$ cat src/rtl/c2bp_pkg.sv
// c2bp_pkg: shared constants, types and helper functions of the cartesian to beam polar unit
// holds the arctangent table, the cordic lane word and the lane step functions
// no dependencies
package c2bp_pkg;

  localparam int COORD_WIDTH_DEF  = 24;
  localparam int ANGLE_WIDTH_DEF  = 16;
  localparam int CORDIC_STEPS_DEF = 16;

  // angle accumulator in units of 2^-32 turn
  localparam int ACC_W = 32;
  // normalized magnitude sits in [2^39, 2^40)
  localparam int FRAME_W = 40;
  // cordic lane width, room for the gain and the quarter turn rotation
  localparam int XW = 43;
  // normalizing shift found as 32, 16, 8, 4, 2, 1
  localparam int NORM_STEPS = 6;

  localparam logic [ACC_W-1:0] QUARTER_TURN     = 32'h4000_0000;
  localparam logic [ACC_W-1:0] NEG_QUARTER_TURN = 32'hC000_0000;
  localparam logic [ACC_W-1:0] HALF_TURN        = 32'h8000_0000;

  localparam int CFG_IDX_W = 2;

  typedef enum logic [CFG_IDX_W-1:0] {
    REG_CENTRE_X = 2'd0,
    REG_CENTRE_Y = 2'd1,
    REG_CENTRE_Z = 2'd2
  } cfg_reg_t;

  typedef struct packed {
    logic signed [XW-1:0] x;
    logic signed [XW-1:0] y;
    logic [FRAME_W-1:0]   m;
    logic [ACC_W-1:0]     acc;
    logic                 fixed;  // axis or origin, acc already exact
  } lane_t;

  // atan(2^-i) in units of 2^-32 turn, rounded
  function automatic logic [ACC_W-1:0] atan_turn(input int i);
    logic [ACC_W-1:0] t;
    case (i)
      0:  t = 32'h2000_0000;
      1:  t = 32'h12E4_051E;
      2:  t = 32'h09FB_385B;
      3:  t = 32'h0511_11D4;
      4:  t = 32'h028B_0D43;
      5:  t = 32'h0145_D7E1;
      6:  t = 32'h00A2_F61E;
      7:  t = 32'h0051_7C55;
      8:  t = 32'h0028_BE53;
      9:  t = 32'h0014_5F2F;
      10: t = 32'h000A_2F98;
      11: t = 32'h0005_17CC;
      12: t = 32'h0002_8BE6;
      13: t = 32'h0001_45F3;
      14: t = 32'h0000_A2FA;
      15: t = 32'h0000_517D;
      16: t = 32'h0000_28BE;
      17: t = 32'h0000_145F;
      18: t = 32'h0000_0A30;
      19: t = 32'h0000_0518;
      20: t = 32'h0000_028C;
      21: t = 32'h0000_0146;
      22: t = 32'h0000_00A3;
      23: t = 32'h0000_0051;
      default: t = '0;
    endcase
    return t;
  endfunction

  // load a vector (den, num), flag the axis and origin cases
  function automatic lane_t lane_entry(input logic signed [XW-1:0] num,
                                       input logic signed [XW-1:0] den);
    lane_t s;
    logic [XW-1:0] mn;
    logic [XW-1:0] md;
    mn = num[XW-1] ? (~num + 1'b1) : num;
    md = den[XW-1] ? (~den + 1'b1) : den;
    s.x = den;
    s.y = num;
    s.m = (mn > md) ? mn[FRAME_W-1:0] : md[FRAME_W-1:0];
    s.fixed = 1'b1;
    if (num == '0 && den == '0) begin
      s.acc = '0;
    end else if (den == '0) begin
      s.acc = num[XW-1] ? NEG_QUARTER_TURN : QUARTER_TURN;
    end else if (num == '0) begin
      s.acc = den[XW-1] ? HALF_TURN : '0;
    end else begin
      s.acc = '0;
      s.fixed = 1'b0;
    end
    return s;
  endfunction

  // one binary step of the normalizing shift
  function automatic lane_t lane_norm(input lane_t s, input int sh);
    lane_t r;
    r = s;
    if ((s.m >> (FRAME_W - sh)) == '0) begin
      r.m = s.m << sh;
      r.x = s.x <<< sh;
      r.y = s.y <<< sh;
    end
    return r;
  endfunction

  // rotate a vector in the left half plane by a quarter turn
  function automatic lane_t lane_prerot(input lane_t s);
    lane_t r;
    r = s;
    if (!s.fixed && s.x[XW-1]) begin
      if (!s.y[XW-1]) begin
        r.x = s.y;
        r.y = -s.x;
        r.acc = QUARTER_TURN;
      end else begin
        r.x = -s.y;
        r.y = s.x;
        r.acc = NEG_QUARTER_TURN;
      end
    end
    return r;
  endfunction

  // one vectoring micro-rotation, shifts round toward minus infinity
  function automatic lane_t lane_iter(input lane_t s, input int i);
    lane_t r;
    logic signed [XW-1:0] xs;
    logic signed [XW-1:0] ys;
    xs = $signed(s.x) >>> i;
    ys = $signed(s.y) >>> i;
    r = s;
    if (!s.y[XW-1]) begin
      r.x = s.x + ys;
      r.y = s.y - xs;
      if (!s.fixed) r.acc = s.acc + atan_turn(i);
    end else begin
      r.x = s.x - ys;
      r.y = s.y + xs;
      if (!s.fixed) r.acc = s.acc - atan_turn(i);
    end
    return r;
  endfunction

endpackage

$ cat src/rtl/c2bp_outbuf.sv
// c2bp_outbuf: output register plus skid register in front of the result channel
// the pipeline enable comes from a flop, so no ready path runs through the stages
// depends on c2bp_pkg
module c2bp_outbuf import c2bp_pkg::*; #(
  parameter int WIDTH = COORD_WIDTH_DEF + 2 * ANGLE_WIDTH_DEF
) (
  input  logic             clk,
  input  logic             rst_n,
  input  logic             in_valid,
  input  logic [WIDTH-1:0] in_data,
  output logic             en,
  output logic             out_valid,
  input  logic             out_ready,
  output logic [WIDTH-1:0] out_data
);

  logic             hold_vld_r;
  logic             skid_vld_r;
  logic [WIDTH-1:0] hold_data_r;
  logic [WIDTH-1:0] skid_data_r;
  logic             take;

  assign en   = !skid_vld_r;
  assign take = hold_vld_r && out_ready;

  always_ff @(posedge clk) begin
    if (!rst_n) begin
      hold_vld_r <= 1'b0;
      skid_vld_r <= 1'b0;
    end else if (skid_vld_r) begin
      if (take) skid_vld_r <= 1'b0;
    end else if (in_valid) begin
      if (!hold_vld_r || take) begin
        hold_vld_r <= 1'b1;
      end else begin
        skid_vld_r <= 1'b1;
      end
    end else if (take) begin
      hold_vld_r <= 1'b0;
    end
  end

  always_ff @(posedge clk) begin
    if (skid_vld_r) begin
      if (take) hold_data_r <= skid_data_r;
    end else if (in_valid) begin
      if (!hold_vld_r || take) begin
        hold_data_r <= in_data;
      end else begin
        skid_data_r <= in_data;
      end
    end
  end

  assign out_valid = hold_vld_r;
  assign out_data  = hold_data_r;

endmodule

$ cat config.mk
export PLATFORM = sky130hd
export DESIGN_NAME = c2bp_outbuf
export DESIGN_NICKNAME = d
export VERILOG_FILES = /design/src/rtl/c2bp_pkg.sv /design/src/rtl/c2bp_outbuf.sv
export SDC_FILE = /design/constraint.sdc
export NUM_CORES = 1
export LEC_CHECK = 0
export ABC_AREA = 1
export BUFFER_PORTS_ARGS = -buffer_cell sky130_fd_sc_hd__buf_2
export CORE_AREA = 2 2 109 111
export CTS_CLUSTER_SIZE = 25
export DETAILED_ROUTE_END_ITERATION = 6
export DIE_AREA = 0 0 111 113
export MAX_ROUTING_LAYER = met4
export SLEW_MARGIN = 20
export SYNTH_ARGS = -nofsm -noshare
export SYNTH_HDL_FRONTEND = slang
export SYNTH_SLANG_ARGS = --single-unit
$ cat constraint.sdc
create_clock -name clk -period 17.6 [get_ports clk]
set_clock_uncertainty 0.15 [all_clocks]
set_input_delay 3.52 -clock clk [delete_from_list [all_inputs] [get_ports clk]]
set_output_delay 3.52 -clock clk [all_outputs]
set_load 0.05 [all_outputs]
== Word level (Yosys, flattened, before mapping) ==
Index checks and enable logic that the tools add are counted.
Storage, ports and cells
  bits in registers: 114
  input bits: 60
  output and inout port bits: 58
  logic and storage cells: 29
Operators by class
  equal/unequal tests: 2
  multiplexer cells: 11
  bitwise logic cells: 2
  reduce and logical (&&, ||, !) cells: 10
Operators with widths (number)
  $mux W56: 4
  $reduce_and A3 Y1: 3
  $mux W1: 7
  $reduce_bool A2 Y1: 3
  $ne A2 B1 Y1 const B: 2
  $logic_not A1 Y1: 2
  $not A1 Y1: 2
  $logic_and A1 B1 Y1: 1
  $logic_or A1 B1 Y1: 1

== Logic depth before layout (Yosys ltp) ==
  depth in word-level cells: 5
  gate-level depth with buffers: 6
  gate-level depth less buffers: 4

== Least setup slack after synthesis ==
OpenSTA, ideal clock, no wires.
  kind: input port to flip-flop
  start: input port out_ready
  end: register skid_data_r[0] (enable)
  setup time: 539 ps
  data arrival time: 7444 ps
  data required time: 16911 ps
  setup slack: 9467 ps
  stages on the path: 3
  buffers on the path: 0
  path through: inv_1 nand2_1 nor3_1
Between the ends
  cells in the longest elaborated chain, start to end: 4
Ends and longest elaborated chain
  start: declaration: line c2bp_outbuf.sv:13  | input logic out_ready,
  $logic_and A1 B1 Y1: line c2bp_outbuf.sv:24  | assign take = hold_vld_r && out_ready;
  $logic_or A1 B1 Y1: line c2bp_outbuf.sv:47  | if (!hold_vld_r || take) begin
  $not A1 Y1 (no source line)
  $reduce_and A3 Y1 (no source line)
  end signal: assignment: line c2bp_outbuf.sv:50  | skid_data_r <= in_data;
  end: declaration: line c2bp_outbuf.sv:20  | logic [WIDTH-1:0] skid_data_r;
No other way between the ends.
A chain may end at the register's enable or synchronous reset.

== Worst setup path after layout ==
  start: register skid_vld_r
  end: output port en
Between the ends
  cells in the longest elaborated chain, start to end: 1
Ends and longest elaborated chain
  start: declaration: line c2bp_outbuf.sv:18  | logic skid_vld_r;
  start signal: assignment: line c2bp_outbuf.sv:29  | skid_vld_r <= 1'b0;
  start signal: assignment: line c2bp_outbuf.sv:31  | if (take) skid_vld_r <= 1'b0;
  start signal: assignment: line c2bp_outbuf.sv:36  | skid_vld_r <= 1'b1;
  $logic_not A1 Y1: line c2bp_outbuf.sv:23  | assign en = !skid_vld_r;
  end: declaration: line c2bp_outbuf.sv:11  | output logic en,
No other way between the ends.

==> impl_results.md <==
* First-pass GRT wire length at approximately 12000 um
* Die height at 113 um
* Post-route DRC at 0
* Antenna violations before repair at 1
* Rows at 39
* Gate count of the mapped netlist at 314
* Met1 Track Usage GR at ~17%
* Pre-CTS WS at between 10000 and 15000 ps
* Syn Area/Cell at 13.4 sq um
* Pwr Density at 132 mW/mm^2
* Area Overhead vs Synth at 29.5%
* Fin worst setup slack at 11740 ps
* Tightest Pin Transition at roughly 1000 ps
* CP required at around 14000 ps
* WL final at a little under 8000 um
* Fmax at about 170 MHz
* PortBufs at ~120
* Die Width at 111 um
* Fin crit period at a little under 6000 ps
* Mapped cell area at around 0.0042 sq mm
* Routability cong. at 0.728
* Hold-fix buffers at CTS at 0
* Post-CTS Setup Bufs at 0
* Mux contribution to synthesized area at 0%
* Via density per instance at approximately 4.3
* Met2 Use GR at 18.2%
* Arr. time, crit path at approximately 2200 ps
* RSZ-0062 raised after global routing: no
* Status: finished clean
* Busiest metal layer after global routing: met2
* Clock sink count at about 110
* Clk Latency, worst-skew pair at 390 ps
* Simple-gate portion of the synthesized area at 16.2%
* Clock buffer depth at 2
* DR vias at 2562
* Initial Utilization at a little under two fifths
* Overall Global Routing Usage at approximately an eighth
* Max rail drop VDD at ~60 uV
* Hold crit path type: flip-flop to flip-flop
* Met3 GRT Util at under 10%
* Final Hold Viols at 0
* Clock Root Buffer: clkbuf_16
* Final net count at 500
* Dpl hpwl at about 5000 um
* Vias in the first global route at about 2.5k
* First-pass DRT Iterations at 4
* Main combinational cell family by area after synthesis: simple AND/OR/NAND/NOR gates
* Total CTS buffers at 17
* Core Region at approximately 0.011 sq mm
* Cell variety after synth at 12
* Largest net degree at the start of global routing at 61
* Post-CTS sizing at 0
* WL per Instance at 13.1 um
* Crit-path max FO at 60
* Setup Crit Path Kind: flip-flop to primary output
* CTS tree: yes
* #FFs+latches synth at about 110
* Post-synthesis sequential area ratio at slightly above 80%
* Synthesis Warnings at 0
* Post-DRT Antenna Nets at 0
* Die area at about 0.013 sq mm
* Syn Nets at around 370
* Crit end category: primary output
* Synth Area in Compound Gates at less than 1%
* Grt ovf at 0
* Clk slew on worst S/H paths at ~50 ps
* # H-tree levels at 4
* Slew headroom at 33.5%
* IO Count at approximately 120
* Setup_tns at 0 ps
* LEAKAGE at 2.33 nW
* Startpoint Class: flip-flop
* Tcrit/Tclk final at between 30% and 40%
* Share of layout cells above drive strength 1 at between 30% and 40%
* Adder-cell area share of the yosys netlist at 0%
* XOR/XNOR share of the synthesized area at 0%
* # setup viols final at 0
* Detailed Route Iter0 Violations at ~100
* Max-cap check violation count at 0
* Slew Limit Fails at 0
cell usage after synthesis, drive strengths merged:
| master | instances | share of area (%) |
|---|---|---|
| o21ai | 1 | 0.12 |
| clkbuf | 1 | 0.089 |
| nand2 | 175 | 16 |
| inv | 5 | 0.45 |
| dfxtp | 2 | 0.95 |
| nor2 | 5 | 0.45 |
| buf | 12 | 2.1 |
| edfxtp | 112 | 80 |
| nor3 | 1 | 0.12 |
stage by stage:
| stage | hold slack [ps] | instances | total power, mW | area [sq um] | util, % |
|---|---|---|---|---|---|
| 6_report | 363 | 594 | 0.716 | 5440 | 48.3 |
| 5_1_grt | 379 | 594 | 0.743 | 5440 | 48.3 |
| 4_1_cts | 363 | 593 | 0.725 | 5440 | 48.2 |
| 3_5_place_dp | 354 | 564 | 0.416 | 4910 | 43.5 |
| 3_3_place_gp | 348 | 564 | 0.415 | 4910 | 43.5 |
| 2_1_floorplan | 340 | 314 | 0.393 | 4200 | - |
report_power, final:
part | internal (mW) | switching (mW) | leakage (nW) | total [mW]
sequential | 0.320 | 0.00586 | 1.07 | 0.325
combinational | 0.0181 | 0.0664 | 1.01 | 0.0845
clock | 0.202 | 0.104 | 0.256 | 0.306
total | 0.540 | 0.176 | 2.33 | 0.716
cell type report:
| cell class | instances | area [sq um] |
|---|---|---|
| antenna | 1 | 2.50 |
| tap | 143 | 179 |
| clock buffer | 20 | 437 |
| sequential | 114 | 3410 |
| inverter | 5 | 18.8 |
| fill | 1030 | 5830 |
| multi-input combinational | 182 | 698 |
| clock inverter | 9 | 92.6 |
| timing repair buffer | 120 | 608 |
routing by layer:
| metal | part of all wire [%] | vias up |
|---|---|---|
| li1 | - | 1307 |
| met1 | 47 | 1163 |
| met2 | 44 | 84 |
| met3 | 7.5 | 8 |
| met4 | 0.99 | 0 |
| met5 | 0 | - |
placed cells by master (no fill, tap or decap):
| master | Yosys | routed |
|---|---|---|
| clkbuf_16 | 0 | 17 |
| nand2_1 | 175 | 175 |
| o21ai_0 | 1 | 1 |
| clkinvlp_4 | 0 | 1 |
| diode_2 | 0 | 1 |
| dfxtp_1 | 2 | 1 |
| clkinv_2 | 0 | 2 |
| inv_1 | 4 | 4 |
| edfxtp_1 | 112 | 112 |
| buf_2 | 6 | 117 |
| nor3_2 | 0 | 1 |
| inv_2 | 1 | 1 |
| clkinv_1 | 0 | 4 |
| bufinv_16 | 0 | 2 |
| dfxtp_4 | 0 | 1 |
| clkbuf_1 | 1 | 3 |
| nor2_1 | 5 | 4 |
| buf_4 | 2 | 3 |
| nor2_4 | 0 | 1 |
registers in the layout (all words and copies together), names as in the netlist:
| name | count |
|---|---|
| skid_vld_r | 1 |
| skid_data_r | 56 |
| out_data | 56 |
| out_valid | 1 |
kinds of logic after synthesis:
group	Yosys count
simple gates	181
buf+inv	18
compound gates	1
flops	114
critical path: stages (launching register included):
cell	delay, ps
dfxtp_4	530
inv_2	780
buf_2	410
worst paths after layout:
check                           cells after the start           end             from  slack [ps]
worst max-delay path                                2            en       skid_vld_r       11740
worst min-delay path                                2  out_data[24]  skid_data_r[24]         360
worst max register to register                      5  out_data[49]       skid_vld_r       14610
worst min register to register                      2  out_data[24]  skid_data_r[24]         360
Note: power is estimated with default switching activity, not from simulation.
