`config.mk`:
```
export PLATFORM = sky130hd
export DESIGN_NAME = c2bp_sqrt
export DESIGN_NICKNAME = d
export VERILOG_FILES = /design/src/rtl/c2bp_pkg.sv /design/src/rtl/c2bp_sqrt.sv
export SDC_FILE = /design/constraint.sdc
export NUM_CORES = 2
export LEC_CHECK = 0
export ABC_CLOCK_PERIOD_IN_PS = 2900
export BUFFER_PORTS_ARGS = -buffer_cell sky130_fd_sc_hd__buf_4
export CAP_MARGIN = 10
export CORE_MARGIN = 3
export CORE_UTILIZATION = 59
export CTS_BUF_LIST = sky130_fd_sc_hd__clkbuf_2 sky130_fd_sc_hd__clkbuf_4 sky130_fd_sc_hd__clkbuf_8
export CTS_CLUSTER_DIAMETER = 50
export CTS_CLUSTER_SIZE = 40
export DETAILED_ROUTE_END_ITERATION = 16
export PLACE_DENSITY = 0.78
export SLEW_MARGIN = 20
export SYNTH_ARGS = -nofsm -noshare
export SYNTH_HDL_FRONTEND = slang
export SYNTH_MEMORY_MAX_BITS = 65536
export SYNTH_SLANG_ARGS = --single-unit
```
`constraint.sdc`:
```
create_clock -name clk -period 2.9 [get_ports clk]
set_input_delay 0.145 -clock clk [delete_from_list [all_inputs] [get_ports clk]]
set_output_delay 0.145 -clock clk [all_outputs]
set_load 0.05 [all_outputs]
```
`src/rtl/c2bp_pkg.sv`:
```
// c2bp_pkg: shared constants, types and helper functions of the cartesian to beam polar unit
// holds the arctangent table, the cordic lane word and the lane step functions
// no dependencies
package c2bp_pkg;

  localparam int COORD_WIDTH_DEF  = 24;
  localparam int ANGLE_WIDTH_DEF  = 16;
  localparam int CORDIC_STEPS_DEF = 16;

  // angle accumulator in units of 2^-32 turn
  localparam int ACC_W = 32;
  // normalized magnitude sits in [2^39, 2^40)
  localparam int FRAME_W = 40;
  // cordic lane width, room for the gain and the quarter turn rotation
  localparam int XW = 43;
  // normalizing shift found as 32, 16, 8, 4, 2, 1
  localparam int NORM_STEPS = 6;

  localparam logic [ACC_W-1:0] QUARTER_TURN     = 32'h4000_0000;
  localparam logic [ACC_W-1:0] NEG_QUARTER_TURN = 32'hC000_0000;
  localparam logic [ACC_W-1:0] HALF_TURN        = 32'h8000_0000;

  localparam int CFG_IDX_W = 2;

  typedef enum logic [CFG_IDX_W-1:0] {
    REG_CENTRE_X = 2'd0,
    REG_CENTRE_Y = 2'd1,
    REG_CENTRE_Z = 2'd2
  } cfg_reg_t;

  typedef struct packed {
    logic signed [XW-1:0] x;
    logic signed [XW-1:0] y;
    logic [FRAME_W-1:0]   m;
    logic [ACC_W-1:0]     acc;
    logic                 fixed;  // axis or origin, acc already exact
  } lane_t;

  // atan(2^-i) in units of 2^-32 turn, rounded
  function automatic logic [ACC_W-1:0] atan_turn(input int i);
    logic [ACC_W-1:0] t;
    case (i)
      0:  t = 32'h2000_0000;
      1:  t = 32'h12E4_051E;
      2:  t = 32'h09FB_385B;
      3:  t = 32'h0511_11D4;
      4:  t = 32'h028B_0D43;
      5:  t = 32'h0145_D7E1;
      6:  t = 32'h00A2_F61E;
      7:  t = 32'h0051_7C55;
      8:  t = 32'h0028_BE53;
      9:  t = 32'h0014_5F2F;
      10: t = 32'h000A_2F98;
      11: t = 32'h0005_17CC;
      12: t = 32'h0002_8BE6;
      13: t = 32'h0001_45F3;
      14: t = 32'h0000_A2FA;
      15: t = 32'h0000_517D;
      16: t = 32'h0000_28BE;
      17: t = 32'h0000_145F;
      18: t = 32'h0000_0A30;
      19: t = 32'h0000_0518;
      20: t = 32'h0000_028C;
      21: t = 32'h0000_0146;
      22: t = 32'h0000_00A3;
      23: t = 32'h0000_0051;
      default: t = '0;
    endcase
    return t;
  endfunction

  // load a vector (den, num), flag the axis and origin cases
  function automatic lane_t lane_entry(input logic signed [XW-1:0] num,
                                       input logic signed [XW-1:0] den);
    lane_t s;
    logic [XW-1:0] mn;
    logic [XW-1:0] md;
    mn = num[XW-1] ? (~num + 1'b1) : num;
    md = den[XW-1] ? (~den + 1'b1) : den;
    s.x = den;
    s.y = num;
    s.m = (mn > md) ? mn[FRAME_W-1:0] : md[FRAME_W-1:0];
    s.fixed = 1'b1;
    if (num == '0 && den == '0) begin
      s.acc = '0;
    end else if (den == '0) begin
      s.acc = num[XW-1] ? NEG_QUARTER_TURN : QUARTER_TURN;
    end else if (num == '0) begin
      s.acc = den[XW-1] ? HALF_TURN : '0;
    end else begin
      s.acc = '0;
      s.fixed = 1'b0;
    end
    return s;
  endfunction

  // one binary step of the normalizing shift
  function automatic lane_t lane_norm(input lane_t s, input int sh);
    lane_t r;
    r = s;
    if ((s.m >> (FRAME_W - sh)) == '0) begin
      r.m = s.m << sh;
      r.x = s.x <<< sh;
      r.y = s.y <<< sh;
    end
    return r;
  endfunction

  // rotate a vector in the left half plane by a quarter turn
  function automatic lane_t lane_prerot(input lane_t s);
    lane_t r;
    r = s;
    if (!s.fixed && s.x[XW-1]) begin
      if (!s.y[XW-1]) begin
        r.x = s.y;
        r.y = -s.x;
        r.acc = QUARTER_TURN;
      end else begin
        r.x = -s.y;
        r.y = s.x;
        r.acc = NEG_QUARTER_TURN;
      end
    end
    return r;
  endfunction

  // one vectoring micro-rotation, shifts round toward minus infinity
  function automatic lane_t lane_iter(input lane_t s, input int i);
    lane_t r;
    logic signed [XW-1:0] xs;
    logic signed [XW-1:0] ys;
    xs = $signed(s.x) >>> i;
    ys = $signed(s.y) >>> i;
    r = s;
    if (!s.y[XW-1]) begin
      r.x = s.x + ys;
      r.y = s.y - xs;
      if (!s.fixed) r.acc = s.acc + atan_turn(i);
    end else begin
      r.x = s.x - ys;
      r.y = s.y + xs;
      if (!s.fixed) r.acc = s.acc - atan_turn(i);
    end
    return r;
  endfunction

endpackage

```
`src/rtl/c2bp_sqrt.sv`:
```
// c2bp_sqrt: pipelined integer square root, one result bit per stage, rounded to nearest
// carries a side word along so the coordinates stay aligned with the root
// depends on c2bp_pkg
module c2bp_sqrt import c2bp_pkg::*; #(
  parameter int COORD_WIDTH = COORD_WIDTH_DEF,
  parameter int SIDE_W      = 3 * COORD_WIDTH_DEF
) (
  input  logic                     clk,
  input  logic                     rst_n,
  input  logic                     en,
  input  logic                     in_valid,
  input  logic [2*COORD_WIDTH-1:0] in_sq,
  input  logic [SIDE_W-1:0]        in_side,
  output logic                     out_valid,
  output logic [COORD_WIDTH-1:0]   out_root,
  output logic [SIDE_W-1:0]        out_side
);

  localparam int CW = COORD_WIDTH;

  logic [CW:0]     vld_r;
  logic [CW:0]     rem_r  [CW];
  logic [CW-1:0]   root_r [CW];
  logic [2*CW-1:0] sq_r   [CW];
  logic [SIDE_W-1:0] side_r [CW+1];
  logic [CW:0]     rem_nxt  [CW];
  logic [CW-1:0]   root_nxt [CW];
  logic [CW-1:0]   fin_root_r;
  logic [CW-1:0]   rounded;

  for (genvar j = 0; j < CW; j++) begin : g_digit
    logic [CW:0]     p_rem;
    logic [CW-1:0]   p_root;
    logic [2*CW-1:0] p_sq;
    logic [CW+2:0]   cur4;
    logic [CW+2:0]   trial;
    logic [CW+2:0]   diff;
    logic            take;
    if (j == 0) begin : g_first
      assign p_rem  = '0;
      assign p_root = '0;
      assign p_sq   = in_sq;
    end else begin : g_next
      assign p_rem  = rem_r[j-1];
      assign p_root = root_r[j-1];
      assign p_sq   = sq_r[j-1];
    end
    assign cur4  = {p_rem, p_sq[2*CW-1 -: 2]};
    assign trial = {1'b0, p_root, 2'b01};
    assign take  = (cur4 >= trial);
    assign diff  = cur4 - trial;
    assign rem_nxt[j]  = take ? diff[CW:0] : cur4[CW:0];
    assign root_nxt[j] = {p_root[CW-2:0], take};

    always_ff @(posedge clk) begin
      if (en) begin
        rem_r[j]  <= rem_nxt[j];
        root_r[j] <= root_nxt[j];
        sq_r[j]   <= p_sq << 2;
      end
    end
  end

  // round half up: remainder above the root means the true root is past q + 1/2
  assign rounded = (rem_r[CW-1] > {1'b0, root_r[CW-1]}) ? root_r[CW-1] + 1'b1 : root_r[CW-1];

  always_ff @(posedge clk) begin
    if (!rst_n) begin
      vld_r <= '0;
    end else if (en) begin
      vld_r <= {vld_r[CW-1:0], in_valid};
    end
  end

  always_ff @(posedge clk) begin
    if (en) begin
      side_r[0]  <= in_side;
      for (int s = 1; s <= CW; s++) begin
        side_r[s] <= side_r[s-1];
      end
      fin_root_r <= rounded;
    end
  end

  assign out_valid = vld_r[CW];
  assign out_root  = fin_root_r;
  assign out_side  = side_r[CW];

endmodule

```
## Word level (Yosys, flattened, before mapping)

Memories as Yosys holds them, arrays and structs flattened.
Index checks and enable logic that the tools add are counted.

| word-level totals | value |
|---|---|
| bits in registers | 49 |
| bits in writable memories | 4080 |
| bits of input ports | 124 |
| output and inout bits | 97 |
| logic and storage cells | 83 |
| memories kept | 4 |

Memories:

| name | words | width | read ports | clocked after memory_dff | wr ports | RTL line | text |
|---|---|---|---|---|---|---|---|
| side_r | 25 | 72 | 25 | 0 | 25 | c2bp_sqrt.sv:25 | `logic [SIDE_W-1:0] side_r [CW+1];` |
| sq_r | 24 | 46 | 23 | 0 | 24 | c2bp_sqrt.sv:24 | `logic [2*CW-1:0] sq_r [CW];` |
| rem_r | 24 | 25 | 24 | 0 | 24 | c2bp_sqrt.sv:22 | `logic [CW:0] rem_r [CW];` |
| root_r | 24 | 24 | 24 | 0 | 24 | c2bp_sqrt.sv:23 | `logic [CW-1:0] root_r [CW];` |

| cells by class | value |
|---|---|
| add/sub/neg operators | 25 |
| order comparisons | 25 |
| mux-type cells | 27 |

Operator list:

| cell | number |
|---|---|
| greater-or-equal comparator 27 x 26 -> 1 bit | 23 |
| 2-to-1 mux 25 bit | 24 |
| subtractor 25 bit | 23 |
| greater-than comparator 25 x 24 -> 1 bit | 1 |
| adder 24 x 1 -> 24 bit, second input constant | 1 |
| 2-to-1 mux 24 bit | 1 |
| subtractor 2 x 1 -> 3 bit, second input constant | 1 |
| greater-or-equal comparator 2 x 1 -> 1 bit, second input constant | 1 |
| 2-to-1 mux 1 bit | 2 |

## Longest topological paths before layout

An unclocked memory read counts as a cell.

| logic depth | value |
|---|---|
| depth in word-level cells | 3 |
| gate-level depth with buffers | 14 |
| gate-level depth less buffers | 11 |

## Worst setup path after synthesis

OpenSTA, ideal clock, no wires.

| timing | value |
|---|---|
| path type | flip-flop to flip-flop |
| from | mem rem_r[2][6] in the netlist's numbering |
| to | mem rem_r[2][29] in the netlist's numbering (data pin) |
| setup time | 0.256 ns |
| arrival time | 2.806 ns |
| slack | -0.162 ns |
| stages on the path, launching flop included | 11 |
| period minus slack after synthesis | 3.062 ns |
| cell sequence | edfxtp_1 ha_1 a21oi_1 o221ai_2 a221oi_2 o221ai_1 a41o_1 or4_1 buf_4 buf_6 a31o_2 |

RTL lines:

| element | RTL line |
|---|---|
| start, declared | c2bp_sqrt.sv:22 |

==> impl_metrics.ini <==
[drt]
remaining_drc_errors = 0
ant_nets = 0
num_vias = 63000
drt-vias-per-instance = 5.45
drtPass1Iterations = 6
wl_per_cell_um = 18.9
wl_mm = 219
drt_iter0_drc = 4618

[critical_path]
crit_start = rem_r[1][129]$_DFFE_PP_
cp_max_fo = 6
crit_path_start_kind = flop
crit_required_ps = 3730
r2r-start = rem_r[1][129]$_DFFE_PP_
setup.worst_path.class = flop to flop
arrival_ps = 3940
cp-end-kind = flop

[die]
dieArea_sq_um = 215000
io_pins = 221
die_y_um = 464
num_rows = 167
core_area_sq_um = 208000
initial_utilization = 0.596
die_w_um = 464

[timing]
rsz0062_at_grt = yes
worst_slack_ps = -202
skew_ps = 78.3
drv_slew = 0
fin_crit_sh = 1.07
fmax_mhz = 322
setup_viol = 95
finalCriticalPeriod_ps = 3100
slew_headroom = 0.473
hold_viol = 0
hold_ws_ps = 309
tightest_slew_ps = 788

[yosys]
synth_common_cells = edfxtp_1, inv_1, nor2_1
synth_area_leaders = edfxtp_1, ha_1, xnor2_1, a21oi_1, inv_1
synth_top_area_cell = edfxtp_1
syn_inst = 7204
synth_nets = 7680
ys_seq_area_frac = 0.792
synth_edf_count = 3244
synth_area_sq_um = 124000
async_flop_share = 0
ys_warn_count = 0
yosysMostFrequentCell = edfxtp_1
ys_seq_elements = 3269
synth.distinct_cells = 100
syn_avg_cell_area_sq_um = 17.2
synth_top_area_frac = 0.787
synthFlopType = edfxtp_1

[run_status]
status = finished, violations left
violations = setup timing

[clock_tree]
cts_root_buffer = clkbuf_8
clockBufferDepth = 3
path_clk_slew_ps = 160
cts_max_level = 4
clkLatencyLatePin_ps = 1040
cts_tree = done
clock_sinks = 3269
cts_buffers = 237

[placement]
gp_congestion = 0.905
dpl.hpwl_mm = 137
io_buffers = 220

[global_route]
grt.overflow.total = 0
met2_usage = 0.358
grt_pass1_wl_mm = 338
track_usage = 0.197
grt_pass1_vias = 63300
antenna_found_initial = 3
grt_max_degree = 116
gr-usage-met3 = 0.0264
use_met1 = 0.249
busiest_layer = met2

[worst_hold_path]
worstHoldStart = en
hold_class = primary input to flop

[power_and_ir_drop]
power.density_nw_per_um2 = 710
power_leakage_nw = 54.0
peakVddDrop_mv = 0.571

[job]
cap_violations = 0

[cells_and_area]
final_util = 0.707
area_growth_pct = 18.6
final_nets = 9030
drive_gt1_frac = 0.223
==> layout make-up <==
class / instances / area (sq um)
antenna: 7 / 17.5
clock buffer: 240 / 3280
tap: 2788 / 3490
multi-input combinational: 3374 / 26300
timing repair buffer: 1215 / 10800
fill: 12800 / 60900
sequential: 3269 / 97900
clock inverter: 212 / 3240
inverter: 457 / 1730
==> report_power, final <==
group	leakage (nW)	internal, mW	switching, mW
Sequential	31.7	56.9	2.10
Combinational	19.2	7.68	8.75
Clock	3.19	10.7	17.9
Total	54.0	75.4	28.8
==> routing by layer <==
layer	routed length, um	up-vias
li1	-	30200
met1	88300	31000
met2	116000	1417
met3	8050	423
met4	6360	0
met5	0	-
==> sequential cells by signal, indices dropped and copies added, names as in the netlist <==
register,count
sq_r,552
root_r,300
rem_r,568
out_root,24
side_r,1800
vld_r,25
==> cell usage in the layout (no fill, tap or decap), types with 36 or more instances in the layout <==
master         count
edfxtp_1        3244
buf_4            855
inv_1            440
nor2_1           292
ha_1             287
a21oi_1          266
xnor2_1          263
nand2_1          255
dlygate4sd3_1    248
clkbuf_8         237
xor2_1           188
o21ai_0          163
a21o_1           127
nor3_1           125
nand3_1          110
a21oi_2           75
mux2_2            67
nand4_1           66
nor2b_1           65
o21a_1            63
nand2b_1          63
or3_1             56
buf_12            56
ha_4              48
nor2_4            45
clkinv_8          39
nor4_1            36
mux2i_1           36
==> timing repair <==
action,CTS,global route
endpoints found under the hold margin,1605,0
gates resized for setup,185,424
cloned,6,9
endpoints found under the setup margin,258,379
hold buffers,248,0
pin swaps,61,114
buffers inserted,51,74
==> metrics by stage <==
| step | TNS, ps | setup WS [ps] | power, mW | instance area, sq um | std cells |
|---|---|---|---|---|---|
| floorplan | -38.4 | -38.4 | 68.3 | 124000 | 7204 |
| global placement | -11160 | -378 | 73.8 | 134000 | 10700 |
| global route | -20880 | -339 | 109 | 147000 | 11600 |
| finish | -8870 | -202 | 104 | 147000 | 11600 |
| CTS | -4490 | -166 | 104 | 144000 | 11500 |
| detailed placement | -18430 | -348 | 74.3 | 134000 | 10700 |
==> kinds of logic (layout without fill, tap and decap cells) <==
logic type | after synthesis | in the layout | synth area share
buffers and inverters | 561 | 2124 | 0.0181
AO/OA/AOI/OAI | 1051 | 1051 | 0.0548
flip-flops | 3269 | 3269 | 0.792
other | 1 | 8 | 0.0000303
XOR/XNOR | 455 | 455 | 0.0322
AND/OR/NAND/NOR | 1409 | 1409 | 0.0583
adder cells (fa/ha/maj) | 352 | 352 | 0.0356
multiplexers | 106 | 106 | 0.00935
==> worst max-delay path, stage by stage, from the launching register on <==
cell and delay, ps:
edfxtp_1 410, ha_1 330, a21o_1 180, a21oi_2 150
o21ai_2 90, a222oi_1 540, a21oi_1 200, or3_4 460
buf_8 160, buf_8 140, buf_8 140, xnor2_4 110
==> worst paths after layout <==
check                            end  slack, ps  cells after the start
min reg2reg  side_r[4][54]$_DFFE_PP_        390                      0
max reg2reg  rem_r[1][150]$_DFFE_PP_       -200                     11
min           sq_r[0][103]$_DFFE_PP_        310                      2
max          rem_r[1][150]$_DFFE_PP_       -200                     11
(Power assumes the default switching activity.)
