**src/rtl/c2bp_pkg.sv**
```systemverilog
// c2bp_pkg: shared constants, types and helper functions of the cartesian to beam polar unit
// holds the arctangent table, the cordic lane word and the lane step functions
// no dependencies
package c2bp_pkg;

  localparam int COORD_WIDTH_DEF  = 24;
  localparam int ANGLE_WIDTH_DEF  = 16;
  localparam int CORDIC_STEPS_DEF = 16;

  // angle accumulator in units of 2^-32 turn
  localparam int ACC_W = 32;
  // normalized magnitude sits in [2^39, 2^40)
  localparam int FRAME_W = 40;
  // cordic lane width, room for the gain and the quarter turn rotation
  localparam int XW = 43;
  // normalizing shift found as 32, 16, 8, 4, 2, 1
  localparam int NORM_STEPS = 6;

  localparam logic [ACC_W-1:0] QUARTER_TURN     = 32'h4000_0000;
  localparam logic [ACC_W-1:0] NEG_QUARTER_TURN = 32'hC000_0000;
  localparam logic [ACC_W-1:0] HALF_TURN        = 32'h8000_0000;

  localparam int CFG_IDX_W = 2;

  typedef enum logic [CFG_IDX_W-1:0] {
    REG_CENTRE_X = 2'd0,
    REG_CENTRE_Y = 2'd1,
    REG_CENTRE_Z = 2'd2
  } cfg_reg_t;

  typedef struct packed {
    logic signed [XW-1:0] x;
    logic signed [XW-1:0] y;
    logic [FRAME_W-1:0]   m;
    logic [ACC_W-1:0]     acc;
    logic                 fixed;  // axis or origin, acc already exact
  } lane_t;

  // atan(2^-i) in units of 2^-32 turn, rounded
  function automatic logic [ACC_W-1:0] atan_turn(input int i);
    logic [ACC_W-1:0] t;
    case (i)
      0:  t = 32'h2000_0000;
      1:  t = 32'h12E4_051E;
      2:  t = 32'h09FB_385B;
      3:  t = 32'h0511_11D4;
      4:  t = 32'h028B_0D43;
      5:  t = 32'h0145_D7E1;
      6:  t = 32'h00A2_F61E;
      7:  t = 32'h0051_7C55;
      8:  t = 32'h0028_BE53;
      9:  t = 32'h0014_5F2F;
      10: t = 32'h000A_2F98;
      11: t = 32'h0005_17CC;
      12: t = 32'h0002_8BE6;
      13: t = 32'h0001_45F3;
      14: t = 32'h0000_A2FA;
      15: t = 32'h0000_517D;
      16: t = 32'h0000_28BE;
      17: t = 32'h0000_145F;
      18: t = 32'h0000_0A30;
      19: t = 32'h0000_0518;
      20: t = 32'h0000_028C;
      21: t = 32'h0000_0146;
      22: t = 32'h0000_00A3;
      23: t = 32'h0000_0051;
      default: t = '0;
    endcase
    return t;
  endfunction

  // load a vector (den, num), flag the axis and origin cases
  function automatic lane_t lane_entry(input logic signed [XW-1:0] num,
                                       input logic signed [XW-1:0] den);
    lane_t s;
    logic [XW-1:0] mn;
    logic [XW-1:0] md;
    mn = num[XW-1] ? (~num + 1'b1) : num;
    md = den[XW-1] ? (~den + 1'b1) : den;
    s.x = den;
    s.y = num;
    s.m = (mn > md) ? mn[FRAME_W-1:0] : md[FRAME_W-1:0];
    s.fixed = 1'b1;
    if (num == '0 && den == '0) begin
      s.acc = '0;
    end else if (den == '0) begin
      s.acc = num[XW-1] ? NEG_QUARTER_TURN : QUARTER_TURN;
    end else if (num == '0) begin
      s.acc = den[XW-1] ? HALF_TURN : '0;
    end else begin
      s.acc = '0;
      s.fixed = 1'b0;
    end
    return s;
  endfunction

  // one binary step of the normalizing shift
  function automatic lane_t lane_norm(input lane_t s, input int sh);
    lane_t r;
    r = s;
    if ((s.m >> (FRAME_W - sh)) == '0) begin
      r.m = s.m << sh;
      r.x = s.x <<< sh;
      r.y = s.y <<< sh;
    end
    return r;
  endfunction

  // rotate a vector in the left half plane by a quarter turn
  function automatic lane_t lane_prerot(input lane_t s);
    lane_t r;
    r = s;
    if (!s.fixed && s.x[XW-1]) begin
      if (!s.y[XW-1]) begin
        r.x = s.y;
        r.y = -s.x;
        r.acc = QUARTER_TURN;
      end else begin
        r.x = -s.y;
        r.y = s.x;
        r.acc = NEG_QUARTER_TURN;
      end
    end
    return r;
  endfunction

  // one vectoring micro-rotation, shifts round toward minus infinity
  function automatic lane_t lane_iter(input lane_t s, input int i);
    lane_t r;
    logic signed [XW-1:0] xs;
    logic signed [XW-1:0] ys;
    xs = $signed(s.x) >>> i;
    ys = $signed(s.y) >>> i;
    r = s;
    if (!s.y[XW-1]) begin
      r.x = s.x + ys;
      r.y = s.y - xs;
      if (!s.fixed) r.acc = s.acc + atan_turn(i);
    end else begin
      r.x = s.x - ys;
      r.y = s.y + xs;
      if (!s.fixed) r.acc = s.acc - atan_turn(i);
    end
    return r;
  endfunction

endpackage

```
**src/rtl/c2bp_prep.sv**
```systemverilog
// c2bp_prep: centre subtraction with saturation (skipped when in_mode is 1), squares of x and z and their sum
// three register stages, advanced by a shared enable
// depends on c2bp_pkg
module c2bp_prep import c2bp_pkg::*; #(
  parameter int COORD_WIDTH = COORD_WIDTH_DEF
) (
  input  logic                   clk,
  input  logic                   rst_n,
  input  logic                   en,
  input  logic                   in_valid,
  input  logic [COORD_WIDTH-1:0] in_x,
  input  logic [COORD_WIDTH-1:0] in_y,
  input  logic [COORD_WIDTH-1:0] in_z,
  input  logic                   in_mode,
  input  logic [COORD_WIDTH-1:0] centre_x,
  input  logic [COORD_WIDTH-1:0] centre_y,
  input  logic [COORD_WIDTH-1:0] centre_z,
  output logic                   out_valid,
  output logic [2*COORD_WIDTH-1:0] out_sq,
  output logic [COORD_WIDTH-1:0] out_x,
  output logic [COORD_WIDTH-1:0] out_y,
  output logic [COORD_WIDTH-1:0] out_z
);

  localparam int CW = COORD_WIDTH;

  function automatic logic [CW-1:0] sub_sat(input logic [CW-1:0] a, input logic [CW-1:0] b);
    logic [CW:0] d;
    d = {a[CW-1], a} - {b[CW-1], b};
    if (d[CW] != d[CW-1]) begin
      return d[CW] ? {1'b1, {(CW-1){1'b0}}} : {1'b0, {(CW-1){1'b1}}};
    end
    return d[CW-1:0];
  endfunction

  logic [2:0]      vld_r;
  logic [CW-1:0]   x0_r, y0_r, z0_r;
  logic [CW-1:0]   x1_r, y1_r, z1_r;
  logic [2*CW-1:0] sqx_r, sqz_r;
  logic [CW-1:0]   x2_r, y2_r, z2_r;
  logic [2*CW-1:0] sum_r;
  logic [CW-1:0]   ux, uz;

  assign ux = x0_r[CW-1] ? (~x0_r + 1'b1) : x0_r;
  assign uz = z0_r[CW-1] ? (~z0_r + 1'b1) : z0_r;

  always_ff @(posedge clk) begin
    if (!rst_n) begin
      vld_r <= '0;
    end else if (en) begin
      vld_r <= {vld_r[1:0], in_valid};
    end
  end

  always_ff @(posedge clk) begin
    if (en) begin
      x0_r  <= in_mode ? in_x : sub_sat(in_x, centre_x);
      y0_r  <= in_mode ? in_y : sub_sat(in_y, centre_y);
      z0_r  <= in_mode ? in_z : sub_sat(in_z, centre_z);
      sqx_r <= ux * ux;
      sqz_r <= uz * uz;
      x1_r  <= x0_r;
      y1_r  <= y0_r;
      z1_r  <= z0_r;
      sum_r <= sqx_r + sqz_r;
      x2_r  <= x1_r;
      y2_r  <= y1_r;
      z2_r  <= z1_r;
    end
  end

  assign out_valid = vld_r[2];
  assign out_sq    = sum_r;
  assign out_x     = x2_r;
  assign out_y     = y2_r;
  assign out_z     = z2_r;

endmodule

```
**config.mk**
```make
export PLATFORM = sky130hd
export DESIGN_NAME = c2bp_prep
export DESIGN_NICKNAME = d
export VERILOG_FILES = /design/src/rtl/c2bp_pkg.sv /design/src/rtl/c2bp_prep.sv
export SDC_FILE = /design/constraint.sdc
export NUM_CORES = 2
export LEC_CHECK = 0
export BUFFER_PORTS_ARGS = -buffer_cell sky130_fd_sc_hd__buf_2
export CORE_ASPECT_RATIO = 0.9
export CORE_MARGIN = 2
export CORE_UTILIZATION = 64
export DETAILED_ROUTE_END_ITERATION = 16
export GPL_TIMING_DRIVEN = 0
export PLACE_DENSITY = 0.83
export SLEW_MARGIN = 30
export SYNTH_ARGS = -nofsm -noshare
export SYNTH_HDL_FRONTEND = slang
export SYNTH_SLANG_ARGS = --single-unit
export TNS_END_PERCENT = 50
```
**constraint.sdc**
```tcl
create_clock -name clk -period 20.7 [get_ports clk]
set_input_delay 3.105 -clock clk [delete_from_list [all_inputs] [get_ports clk]]
set_output_delay 3.105 -clock clk [all_outputs]
set_load 0.02 [all_outputs]
```
Word level (Yosys, flattened, before mapping)
Cells that the tools add are included.
Operators by class
  add/sub/neg operators: 6
  multiply operators: 2
  equality and inequality tests: 3
  mux-type cells: 20
  bitwise logic cells: 2
Operator list (count)
  $mux 24: 14
  $mul 24x24->48: 2
  $sub 24x24->25: 3
  $add 24x1->24 const B: 2
  $add 48x48->48: 1
  $not 24->24: 2
  $mux 1: 6
  $ne 1x1->1: 3
Storage, ports and cells
  flip-flop bits (word level): 363
  output and inout port bits: 121
  word-level logic and storage cells: 46

Depth between registers and ports, before layout
  depth after elaboration: 6
  gate-level depth with buffers: 38
  mapped depth without buffers: 36

Worst setup path after synthesis
Ideal clock, no wire load.
  path type: register to register
  from: reg x0_r[3]
  to: reg sqx_r[46] (data pin)
  library setup time: 0.265 ns
  arrival time: 9.088 ns
  required time: 20.435 ns
  slack: 11.347 ns
  cell stages (with the launch flop): 31
  path buffers: 1
  clock period less this slack: 9.353 ns
  cells stage by stage: edfxtp_1 -> or4_4 -> or3_4 -> or4_4 -> o41a_1 -> xor2_1 -> clkbuf_1 -> nand2_1 -> fa_1 -> inv_1 -> fa_1 -> fa_1 -> inv_1 -> fa_1 -> inv_1 -> fa_1 -> inv_1 -> fa_1 -> inv_1 -> fa_1 -> ha_1 -> a21o_1 -> a21oi_1 -> o221ai_1 -> or3_1 -> o221a_2 -> a211oi_1 -> nor3_1 -> a211oi_1 -> o21ai_0 -> xor2_1
Between the ends
  cells in the longest elaborated chain, start to end: 4
RTL lines
  from (decl): line c2bp_prep.sv:37  | logic [CW-1:0] x0_r, y0_r, z0_r;
  from (signal assigned): line c2bp_prep.sv:57  | x0_r <= in_mode ? in_x : sub_sat(in_x, centre_x);
  $not 24->24: line c2bp_prep.sv:44  | assign ux = x0_r[CW-1] ? (~x0_r + 1'b1) : x0_r;
  $add 24x1->24: line c2bp_prep.sv:44
  $mux 24 *: line c2bp_prep.sv:44
  $mul 24x24->48 *: line c2bp_prep.sv:60  | sqx_r <= ux * ux;
  to (signal assigned): line c2bp_prep.sv:60
  to (decl): line c2bp_prep.sv:39  | logic [2*CW-1:0] sqx_r, sqz_r;
Every way passes the cells marked *; elsewhere a longest branch is shown, timed or not.
A chain may end at the register's enable or synchronous reset.

Worst setup path in the final report
  from: reg z0_r[0]
  to: reg sqz_r[46] (data pin)
Between the ends
  cells in the longest elaborated chain, start to end: 4
RTL lines
  from (decl): line c2bp_prep.sv:37
  from (signal assigned): line c2bp_prep.sv:59  | z0_r <= in_mode ? in_z : sub_sat(in_z, centre_z);
  $not 24->24: line c2bp_prep.sv:45  | assign uz = z0_r[CW-1] ? (~z0_r + 1'b1) : z0_r;
  $add 24x1->24: line c2bp_prep.sv:45
  $mux 24 *: line c2bp_prep.sv:45
  $mul 24x24->48 *: line c2bp_prep.sv:61  | sqz_r <= uz * uz;
  to (signal assigned): line c2bp_prep.sv:61
  to (decl): line c2bp_prep.sv:39
Marks and branches as above.

==> reports/results.ini <==
[status]
status=completed

[critical_path]
cp_slowest_stage_delay_ps=790
arrival_ps=12560
crit_type=reg2reg
reg2reg_depth=33
reg2reg_from=z0_r[0]
crit_top_cell=fa_1
worst-path-max-fanout=10
rr_endpoint=sqz_r[46]
reg2reg_slack_ps=8420
cp.depth=33
cpMaxStageDelayCell=a2111oi_0
cp-startpoint=z0_r[0]
worstSetupStartpointType=flip-flop
critical_path_buf_inv_count=9
endpoint_kind=flip-flop
crit_path_end=sqz_r[46]
crit_family=adder cells
cp.required_ps=20990

[clock_tree]
h-tree-depth=2
cts_tree=yes
clock_latency_ps=590
clkSinkCount=359
cts_hold_buf=0
path_clk_slew_ps=60
clockRootBuffer=clkbuf_16
numCtsBuffers=42
cts_resized=0
post_cts_buffers=0
clockBufferDepth=3

[route]
drc=0
drt-wirelength-per-cell_um=19.80
drt_iter0_markers=3419
first_pass_iters=6
via_per_inst=5.730
ant_nets=0
totalWireLength_um=129300
vias=37404

[sta]
setup_violations=0
hold_viol=0
final_max_slew_viol_count=0
relSlewSlack=0.2173
final.setup_skew_ps=51.35
tightest_slew_ps=1166
max_freq_ghz=0.08146
rsz0062_at_grt=no
fin_setup_tns_ps=0
finalCritPeriodShare=0.5931
holdWs_ps=417.5
fin_crit_ps=12280

[placement]
post_dp_cell_area_sq_um=53340
io_buffers=269
gp_congestion=0.9966
dp_cells=6451
dpl.hpwl_um=106200

[die]
ios=270
dieHeight_um=270.0
start_util=0.6466
rows=97
coreArea_sq_um=77800
dieArea_sq_um=80860
fp.dieW_um=299.5

[synth]
netlist_area_sq_um=50300
synth_edf_count=356
yosys.area.top_type=fa_1
synth.area.top_cells=fa_1 (34%), edfxtp_1 (21%), ha_1 (11%)
ys.warnings.count=0
postSynth.asyncResetShare=0
ys_seq_area_frac=0.2137
syn_inst=5105
yosys_register_bits=359
synth_flop_cell=edfxtp_1
avgSynthCellArea_sq_um=9.853
synth.top_cell.area_share=0.3383
synth.distinct_cells=87

[grt]
grt_pass1_vias=39310
grt_max_degree=95
track_usage=0.3268
grt_pass1_wl_um=205400
antenna_found_initial=3
overflow=0

[min_path]
holdCritStartpoint=y0_r[18]
min_path_type=reg2reg

[finish]
drive_gt1_frac=0.07579
stdcell_count=6528
area_delta_synth_final_pct=8.940
antennaDiodeCount=0
num-nets-final=6915
stdcell_area_sq_um=54800

[run]
drv_cap=0

[state kept, by name, summed over array words and instances (netlist names)]
register and flops:
vld_r 3, x0_r 24, y0_r 24, out_x 24, z1_r 24, sqx_r 46, z0_r 24, sqz_r 46
x1_r 24, y1_r 24, out_sq 48, out_z 24, out_y 24
[cell usage after synthesis (8+ instances only)]
master / instances
nor3_1: 27
nand4_1: 22
xor2_1: 89
or4_1: 9
o31ai_1: 24
clkbuf_1: 107
a221oi_1: 8
xnor2_1: 146
o21a_1: 29
o21bai_1: 23
o21ai_0: 150
ha_1: 460
nand2b_1: 23
a2bb2oi_1: 17
or3_1: 13
a41oi_1: 8
nor2_1: 358
or2_2: 9
edfxtp_1: 356
nor2b_1: 34
a31oi_1: 25
nand3_1: 46
buf_2: 10
a21oi_1: 180
fa_1: 850
a21o_1: 112
and3_1: 13
a211oi_1: 25
inv_1: 1289
nand2_1: 466
and2_1: 18
o211ai_1: 17
[cells in the final DEF (no fill, tap or decap), types with 25 or more instances in the layout]
master	netlist	layout
xnor2_1	146	137
nor2_1	358	358
inv_1	1289	1289
a21o_1	112	112
xor2_1	89	78
o21ai_0	150	150
nand3_1	46	46
buf_2	10	278
a21oi_1	180	180
clkbuf_1	107	111
conb_1	2	35
nor2b_1	34	34
clkbuf_16	0	43
ha_1	460	460
a211oi_1	25	25
a31oi_1	25	25
fa_1	850	850
nor3_1	27	27
o21a_1	29	29
edfxtp_1	356	356
nand2_1	466	466
[worst min path at each step]
stage | to | slack, ps | cells after the start
2_1_floorplan | out_x[10] | 400 | 0
3_3_place_gp | out_z[16] | 400 | 0
3_5_place_dp | out_x[17] | 400 | 0
4_1_cts | y1_r[20] | 420 | 0
5_1_grt | out_x[23] | 420 | 0
6_report | y1_r[18] | 420 | 0
[per-layer routing]
metal,global-route usage,vias to the layer above,share of wire
met5,0.007738,-,0.00082
met4,0.1004,6,0.035
met3,0.08293,352,0.11
met2,0.5192,2003,0.46
met1,0.4446,18386,0.39
li1,-,16657,-
[area by class of cell]
| class | instances | area, sq um |
|---|---|---|
| inverters | 1298 | 4872 |
| repair buffers | 274 | 1478 |
| plain buffers | 120 | 470.5 |
| multi-input cells | 3361 | 34490 |
| clock buffers | 47 | 1091 |
| flip-flops and latches | 359 | 10750 |
| well taps | 1039 | 1300 |
| clock inverters | 30 | 345.3 |
| fillers | 5655 | 23000 |
[kinds of logic after synthesis]
group,after synthesis,share of synthesized area
adder cells (fa/ha/maj),1314,0.4535
buffers and inverters,1418,0.1062
AO/OA/AOI/OAI,687,0.08840
multiplexers,10,0.002065
flip-flops,359,0.2137
AND/OR/NAND/NOR,1077,0.09362
other,2,0.0001493
XOR/XNOR,238,0.04234
[metrics by stage]
stage	setup slack [ps]	util
after floorplan	11350	-
after global placement	8532	0.6822
after detailed placement	8906	0.6856
after CTS	8781	0.7041
after global routing	8103	0.7044
final	8424	0.7044
Power is left out: the tool's default activity adds up to more than one toggle a clock period on the data nets, which glitch-free logic cannot reach.
